### src/rtl/gtq_ram.sv
// Generic single-write, single-read RAM with registered read data.
module gtq_ram #(
  parameter int unsigned WIDTH = 8,
  parameter int unsigned DEPTH = 16
) (
  input  logic                                    clk,
  input  logic                                    we,
  input  logic [((DEPTH > 1) ? $clog2(DEPTH) : 1)-1:0] waddr,
  input  logic [WIDTH-1:0]                        wdata,
  input  logic                                    re,
  input  logic [((DEPTH > 1) ? $clog2(DEPTH) : 1)-1:0] raddr,
  output logic [WIDTH-1:0]                        rdata
);

  logic [WIDTH-1:0] mem [DEPTH];

  // Write on we, register read data on re, hold it otherwise
  always_ff @(posedge clk) begin
    if (we) begin
      mem[waddr] <= wdata;
    end
    if (re) begin
      rdata <= mem[raddr];
    end
  end

endmodule

### config.mk
export PLATFORM = sky130hd
export DESIGN_NAME = gtq_ram
export DESIGN_NICKNAME = d
export VERILOG_FILES = /design/src/rtl/gtq_ram.sv
export SDC_FILE = /design/constraint.sdc
export NUM_CORES = 1
export LEC_CHECK = 0
export BUFFER_PORTS_ARGS = -buffer_cell sky130_fd_sc_hd__buf_4
export CAP_MARGIN = 40
export CORE_MARGIN = 2
export CORE_UTILIZATION = 57
export CTS_BUF_LIST = sky130_fd_sc_hd__clkbuf_8
export DETAILED_ROUTE_END_ITERATION = 6
export PLACE_DENSITY = 0.79
export RECOVER_POWER = 100
export SLEW_MARGIN = 20
export SYNTH_ARGS = -nofsm -noshare
export SYNTH_HDL_FRONTEND = slang
export SYNTH_SLANG_ARGS = --single-unit
### constraint.sdc
create_clock -name clk -period 4.7 [get_ports clk]
set_input_delay 0.705 -clock clk [delete_from_list [all_inputs] [get_ports clk]]
set_output_delay 0.705 -clock clk [all_outputs]
set_load 0.1 [all_outputs]
==> summary.md, run 1 <==
| Metric | Value |
|---|---|
| Post-detailed-route DRC marker count | 0 |
| First-pass iteration count of the detailed router | 5 |
| Maximum fanout count along the critical path | 1 |
| Highest layer used for signal routing | met4 |
| Initial antenna violation count | 0 |
| Total via count in the routed design | 2403 |
| Bufs and invs on worst path | 1 |
| Synth-to-Final Area Change | 12.1% |
| Synth warn | 0 |
| Area of the multi-input gates | 0.00106 mm2 |
| RSZ-0062 raised after global routing | false |
| Setup Fix Bufs, Post-CTS | 0 |
| WL met3 | 759 um |
| Internal power contribution | 1.98 mW |
| Final weighted congestion in routability-driven placement | 0.775 |
| Proportion of total power due to net switching | 21.5% |
| Required time at the endpoint of the critical path | 3990 ps |
| Total power density per cell area | 431 mW/mm2 |
| Clock share of power | 39.4% |
| Worst-path cell chain | clkbuf_1 |
| Maximum level of the CTS H-tree | 4 |
| Routed wl met2 | 4610 um |
| Skew-Pair Late Insertion Delay | 430 ps |
| Detailed placer's ending HPWL | 5730 um |
| Maximum clock frequency | 417 MHz |
| Total setup violations reported at the end of the flow | 0 |
| Ports placed on the boundary | 27 |
| Flip-flop and latch count after synthesis | 136 |
| Fraction of final layout cells with drive strength greater than 1 | 18.8% |
| Critical path startpoint category | register |
| Iter 0 DRT Violations | 262 |
| Largest net degree at the start of global routing | 33 |
| Sequential-to-total area share from yosys stat | 78.1% |
| Post-synth design cell area | 0.00523 mm2 |
| Final wirelength | 9380 um |
| Slew @ Worst Pin | 1170 ps |
| Min setup slack post-route | 2300 ps |
| Combinational share of power | 6.2% |
| Count of cell types in the netlist | 18 |
| Number of nets in the finished design | 294 |
| Hold path cells | 2 |
| Number of instances in the synthesized netlist | 229 |
| Leakage component of the power | 1.89 nW |
| Crit. End Element | output port |
| Top cell family by delay on the critical path | buffers and inverters |
| Total grt overflow | 0 |
| Horizontal extent of the die | 99.8 um |
| Filler Cell Count | 547 |
| Final Max Slew Viols | 0 |
| Depth of the worst register-to-register path | 3 |
| Worst-case vdd ir drop | 322 uV |
| Delay of the slowest cell on the worst path | 880 ps |
| Wire length per cell | 23.7 um |
| Max-cap violations | 0 |
| Final critical delay including setup and external delays | 2400 ps |
| Sequential standard cell area | 0.00408 mm2 |
| Min-Delay Path Class | input port to register |
| Core region area | 0.00881 mm2 |
| Worst setup skew after layout | 12.7 ps |
| TritonCTS clock tree | yes |
| Die boundary height | 99.8 um |
| Final count of hold timing violations | 0 |
| Mean Syn Cell Area | 22.8 um2 |
| Gr usage total | 21.0% |
| CTS clk-pin slew, worst paths | 70 ps |
| Starting density of the core | 59.4% |
| Vias per Instance | 6.07 |
| Outcome | finished clean |
| I/O Buffers | 26 |
| Number of cells on the critical path | 1 |
| Power share of the sequential group | 54.4% |
| Period Utilization, post-route | 51.0% |
| Post-synthesis net count | 248 |
| Setup TNS | 0 ps |
| # resized after CTS | 0 |
| Number of global-route vias before repair | 2469 |
| Setup slack at placement | 2210 ps |
| Number of buffers between clock root and the deepest sink | 2 |
| Total CTS buffers | 17 |
| Post-route ant nets | 0 |
| Arrival time of the worst setup path | 1690 ps |
| Relative slew slack | 22.2% |
| Cts hold-fix bufs | 0 |
| Worst-path cell with the longest stage delay | sky130_fd_sc_hd__clkbuf_1 |
| Switching power | 541 uW |
| Global-route wire length before repair | 14300 um |
| DRT met1 WL | 3900 um |
| Count of standard-cell rows | 34 |
| Clock Tree Root | sky130_fd_sc_hd__clkbuf_8 |
| Diode insertion count for antenna repair | 0 |
| Worst setup path class | register to output port |
| Clock tree sinks | 136 |
| Die Footprint | 0.00995 mm2 |
-- cell type report --
type	instances	area share [%]
clock buffers	17	3.99
clock inverters	15	3.14
multi-input cells	83	18.0
flip-flops and latches	136	69.7
well taps	108	2.31
repair buffers	37	2.82
-- cells by family (layout without fill, tap and decap cells) --
kind of cell | after synthesis | count (layout) | share of synthesized area (%)
flip-flops | 136 | 136 | 78.1
AND/OR/NAND/NOR | 35 | 35 | 3.14
multiplexers | 32 | 32 | 14.8
AO/OA/AOI/OAI | 16 | 16 | 2.30
buffers and inverters | 10 | 69 | 1.65
-- power by group through the flow --
stage,sequential (mW),clock (mW),combinational (mW)
after floorplan,1.44,0,0.0690
after global placement,1.40,0,0.163
after detailed placement,1.40,0,0.167
after CTS,1.37,1.00,0.168
after global routing,1.37,1.06,0.168
final,1.37,0.993,0.158
-- synthesized netlist by cell type --
| cell | number | area, um2 |
|---|---|---|
| sky130_fd_sc_hd__nor3_1 | 4 | 20.0 |
| sky130_fd_sc_hd__nand2_1 | 9 | 33.8 |
| sky130_fd_sc_hd__or3b_2 | 1 | 8.76 |
| sky130_fd_sc_hd__mux4_1 | 14 | 368 |
| sky130_fd_sc_hd__and2_1 | 1 | 6.26 |
| sky130_fd_sc_hd__nand3b_1 | 2 | 15.0 |
| sky130_fd_sc_hd__and2b_1 | 1 | 7.51 |
| sky130_fd_sc_hd__nand2b_1 | 2 | 12.5 |
| sky130_fd_sc_hd__a22oi_1 | 16 | 120 |
| sky130_fd_sc_hd__mux4_2 | 18 | 405 |
| sky130_fd_sc_hd__clkdlybuf4s25_2 | 3 | 30.0 |
| sky130_fd_sc_hd__buf_4 | 1 | 7.51 |
| sky130_fd_sc_hd__nor2b_1 | 1 | 6.26 |
| sky130_fd_sc_hd__edfxtp_1 | 136 | 4080 |
| sky130_fd_sc_hd__buf_6 | 3 | 33.8 |
| sky130_fd_sc_hd__nand3_1 | 1 | 5.00 |
| sky130_fd_sc_hd__buf_2 | 3 | 15.0 |
| sky130_fd_sc_hd__nor2_1 | 13 | 48.8 |
-- metrics by stage --
step	area, um2	std cells	power [mW]	hold WS [ps]	util [%]
2_1_floorplan	5230	229	1.51	705	-
4_1_cts	5930	391	2.54	559	67.4
5_1_grt	5860	396	2.60	704	66.5
3_3_place_gp	5490	356	1.56	725	62.4
3_5_place_dp	5510	359	1.57	730	62.6
6_report	5860	396	2.52	731	66.5
-- registers in the layout, summed over array words and instances, names as in the netlist --
register and cells:
mem 128, rdata 8
-- path summary, 6_finish.rpt --
path | from | to | slack (ps)
worst min-delay path | waddr[0] | mem[0][4] | 730
worst max register to register | mem[0][1] | rdata[1] | 3170
worst max-delay path | rdata[0] | rdata[0] | 2300
worst min register to register | mem[15][3] | rdata[3] | 740
-- placed cells by master (no fill, tap or decap), types with 7 or more instances in the layout --
cell                       instances
sky130_fd_sc_hd__a22oi_1          16
sky130_fd_sc_hd__buf_4             7
sky130_fd_sc_hd__clkbuf_1         30
sky130_fd_sc_hd__clkbuf_8         17
sky130_fd_sc_hd__edfxtp_1        136
sky130_fd_sc_hd__mux4_1           14
sky130_fd_sc_hd__mux4_2           18
sky130_fd_sc_hd__nand2_1           9
sky130_fd_sc_hd__nor2_1           13
-- metal layers --
metal / vias up / track usage (%)
met4: 0 / 5.80
met3: 10 / 7.17
met1: 1205 / 30.6
met5: - / 0
li1: 1072 / -
met2: 116 / 31.3
Power figures use the tool's default switching activity.
==> run 2: changes to the inputs <==
--- a/config.mk
+++ b/config.mk
@@ -5,13 +5,14 @@
 export SDC_FILE = /design/constraint.sdc
 export NUM_CORES = 1
 export LEC_CHECK = 0
+export ABC_AREA = 1
 export BUFFER_PORTS_ARGS = -buffer_cell sky130_fd_sc_hd__buf_4
 export CAP_MARGIN = 40
 export CORE_MARGIN = 2
 export CORE_UTILIZATION = 57
 export CTS_BUF_LIST = sky130_fd_sc_hd__clkbuf_8
 export DETAILED_ROUTE_END_ITERATION = 6
-export PLACE_DENSITY = 0.79
+export PLACE_DENSITY = 0.82
 export RECOVER_POWER = 100
 export SLEW_MARGIN = 20
 export SYNTH_ARGS = -nofsm -noshare
==> constraint.sdc (replaced) <==
create_clock -name clk -period 2 [get_ports clk]
set_input_delay 0.3 -clock clk [delete_from_list [all_inputs] [get_ports clk]]
set_output_delay 0.3 -clock clk [all_outputs]
set_load 0.1 [all_outputs]
==> run 2 against run 1 <==
Effect of this change: worst hold slack worse by 480 ps; clock skew is 6.6 ps lower; global-route usage up 2.4 points; final cell count grew 86%; routed wire length increased by 33%; combinational power rose to 3.0 times the previous value.
==> summary.md, run 2 <==
| Metric | Value |
|---|---|
| Worst-path cell chain | clkbuf_2 |
| Power share of the sequential group | 54.4% |
| Critical path startpoint category | register |
| Sequential standard cell area | 0.00408 mm2 |
| Die boundary height | 105 um |
| Top-count cell post-synth | sky130_fd_sc_hd__nand2_1 |
| Yosys top cell by area | sky130_fd_sc_hd__edfxtp_1 |
| Leakage component of the power | 2.74 nW |
| First-pass iteration count of the detailed router | 5 |
| Worst setup path class | register to output port |
| Total power density per cell area | 919 mW/mm2 |
| Horizontal extent of the die | 105 um |
| Total grt overflow | 0 |
| Number of global-route vias before repair | 3799 |
| Required time at the endpoint of the critical path | 1700 ps |
| Clock Tree Root | sky130_fd_sc_hd__clkbuf_8 |
| Post-route ant nets | 0 |
| Synth top area share | 69.8% |
| Mean Syn Cell Area | 10.6 um2 |
| Gr usage total | 23.4% |
| Post-synth design cell area | 0.00585 mm2 |
| Arrival time of the worst setup path | 1220 ps |
| Post-synthesis net count | 570 |
| Largest family of logic cells by synthesized area | simple AND/OR/NAND/NOR gates |
| Relative slew slack | 36.2% |
| Basic-gate share of the synthesized area counting and, or, nand and nor cells | 20.8% |
| Top cell family by delay on the critical path | buffers and inverters |
| Maximum fanout count along the critical path | 1 |
| Filler Cell Count | 741 |
| Maximum level of the CTS H-tree | 4 |
| Top Registers | mem (128), rdata (8) |
| Outcome | finished clean |
| Largest net degree at the start of global routing | 34 |
| Leading cell types by count after synthesis | sky130_fd_sc_hd__nand2_1 (173), sky130_fd_sc_hd__edfxtp_1 (136), sky130_fd_sc_hd__inv_1 (100), sky130_fd_sc_hd__nand3_1 (97), sky130_fd_sc_hd__nor2_1 (17) |
| Max-cap violations | 0 |
| Post-Synth XOR/XNOR Area | 0% |
| Flip-flop and latch count after synthesis | 136 |
| Proportion of total power due to net switching | 23.8% |
| Worst-path cell with the longest stage delay | sky130_fd_sc_hd__clkbuf_2 |
| Adder and majority cell fraction of the synthesized area | 0% |
| Count of standard-cell rows | 36 |
| Die Footprint | 0.0111 mm2 |
| Count of cell types in the netlist | 11 |
| Synth warn | 0 |
| RSZ-0062 raised after global routing | false |
| Iter 0 DRT Violations | 473 |
| Bufs and invs on worst path | 1 |
| Setup TNS | 0 ps |
| Max FFs per register | 128 |
| Fraction of final layout cells with drive strength greater than 1 | 7.95% |
| Area of the multi-input gates | 0.00121 mm2 |
| Min-Delay Path Class | input port to register |
| Maximum clock frequency | 658 MHz |
| Detailed placer's ending HPWL | 7880 um |
| Wire length per cell | 16.9 um |
| Final weighted congestion in routability-driven placement | 0.943 |
| Total setup violations reported at the end of the flow | 0 |
| I/O Buffers | 26 |
| Starting density of the core | 59.3% |
| Combinational share of power | 8.0% |
| Delay of the slowest cell on the worst path | 450 ps |
| Worst setup skew after layout | 6.08 ps |
| Final Max Slew Viols | 0 |
| Switching power | 1.41 mW |
| Synth-to-Final Area Change | 10.4% |
| Number of instances in the synthesized netlist | 551 |
| Global-route wire length before repair | 19200 um |
| Vias per Instance | 5.43 |
| Ports placed on the boundary | 27 |
| Clock share of power | 37.7% |
| Setup Fix Bufs, Post-CTS | 0 |
| TritonCTS clock tree | yes |
| Cts hold-fix bufs | 0 |
| Largest register by flop count | mem |
| Internal power contribution | 4.52 mW |
| Final count of hold timing violations | 0 |
| Diode insertion count for antenna repair | 0 |
| Clock tree sinks | 136 |
| Slew @ Worst Pin | 957 ps |
| Total CTS buffers | 17 |
| Crit. End Element | output port |
| Mux cell area share after synthesis | 0% |
| Number of buffers between clock root and the deepest sink | 2 |
| CTS clk-pin slew, worst paths | 70 ps |
| Fraction of the mapped netlist area in compound gates | 0% |
| # resized after CTS | 0 |
| Number of nets in the finished design | 610 |
| Total via count in the routed design | 4005 |
| Fin Hold WS | 254 ps |
| Initial antenna violation count | 0 |
| Skew-Pair Late Insertion Delay | 430 ps |
| Commonest non-fill, non-tap cells in the layout | sky130_fd_sc_hd__nand2_1 (173), sky130_fd_sc_hd__edfxtp_1 (136), sky130_fd_sc_hd__inv_1 (101), sky130_fd_sc_hd__nand3_1 (97), sky130_fd_sc_hd__clkbuf_1 (27) |
| Main synth FF type | sky130_fd_sc_hd__edfxtp_1 |
| Share of async-settable or async-resettable flops after synthesis | 0% |
| Period Utilization, post-route | 76.0% |
| Post-detailed-route DRC marker count | 0 |
| Number of synthesized flops with an enable pin | 136 |
| Largest cells by area after synthesis | sky130_fd_sc_hd__edfxtp_1 (70%), sky130_fd_sc_hd__nand2_1 (11%), sky130_fd_sc_hd__nand3_1 (8.3%) |
| Most common cell after layout, fill and taps aside | sky130_fd_sc_hd__nand2_1 |
| Core region area | 0.00986 mm2 |
| Final wirelength | 12500 um |
| Sequential-to-total area share from yosys stat | 69.8% |
| Worst-case vdd ir drop | 655 uV |
| Final critical delay including setup and external delays | 1520 ps |
-- run 2: cell count changes in the layout (fill, tap and decap cells not counted), moves of 3 or more --
cell                       before  now
sky130_fd_sc_hd__mux4_1        14    0
sky130_fd_sc_hd__nor2_1        13   17
sky130_fd_sc_hd__nand2_1        9  173
sky130_fd_sc_hd__nand3_1        1   97
sky130_fd_sc_hd__buf_4          7   10
sky130_fd_sc_hd__clkbuf_1      30   27
sky130_fd_sc_hd__a22oi_1       16    0
sky130_fd_sc_hd__clkbuf_2       0    8
sky130_fd_sc_hd__nor3_1         4    0
sky130_fd_sc_hd__inv_1          1  101
sky130_fd_sc_hd__mux4_2        18    0
-- run 2: final timing paths --
check	from	endpoint	slack (ps)	cells past startpoint
setup / recovery	rdata[2]	rdata[2]	480	1
hold / removal	raddr[3]	rdata[0]	250	3
setup reg to reg	mem[1][5]	rdata[5]	780	6
hold reg to reg	mem[14][4]	rdata[4]	760	6
-- run 2: routing by layer --
layer | wire length (um) | up-vias | part of all wire [%] | global-route usage, %
met2 | 5860 | 285 | 47 | 36.1
met1 | 5020 | 1824 | 40 | 31.7
met3 | 1220 | 37 | 9.8 | 5.88
met4 | 352 | 0 | 2.8 | 10.3
li1 | - | 1859 | - | -
met5 | 0 | - | 0 | 0
-- run 2: metrics by stage --
step / power, mW / util (%) / area (um2) / setup slack, ps / instances
final: 5.93 / 65.5 / 6460 / 481 / 737
after global routing: 6.12 / 65.5 / 6460 / 428 / 737
after CTS: 5.97 / 66.7 / 6580 / 622 / 737
after detailed placement: 3.77 / 62.7 / 6180 / 297 / 705
after global placement: 3.76 / 62.7 / 6180 / 355 / 705
after floorplan: 3.61 / - / 5850 / 749 / 551
-- run 2: logic make-up (layout without fill, tap and decap cells) --
kind of cell / after synthesis / count (layout)
AND/OR/NAND/NOR: 289 / 289
buffers and inverters: 126 / 179
flip-flops: 136 / 136
-- run 2: worst register-to-register path, stage by stage, from the launching register on --
cell and delay, ps:
sky130_fd_sc_hd__edfxtp_1 380, sky130_fd_sc_hd__inv_1 80, sky130_fd_sc_hd__nand2_1 70, sky130_fd_sc_hd__nand3_1 100, sky130_fd_sc_hd__nand3_1 120, sky130_fd_sc_hd__nand3_1 140, sky130_fd_sc_hd__nand2_1 90
-- run 2: layout make-up --
type	count	area share (%)
flip-flops and latches	136	63.2
multi-input cells	289	18.8
inverters	102	5.93
clock buffers	17	3.62
repair buffers	45	3.35
well taps	133	2.58
clock inverters	15	2.48
-- run 2: power groups by stage --
stage                     clock, mW  sequential, mW  combinational [mW]
after floorplan                   0            3.38               0.225
after global placement            0            3.28               0.472
after detailed placement          0            3.29               0.485
after CTS                      2.25            3.22               0.488
after global routing           2.38            3.23               0.509
final                          2.24            3.22               0.472
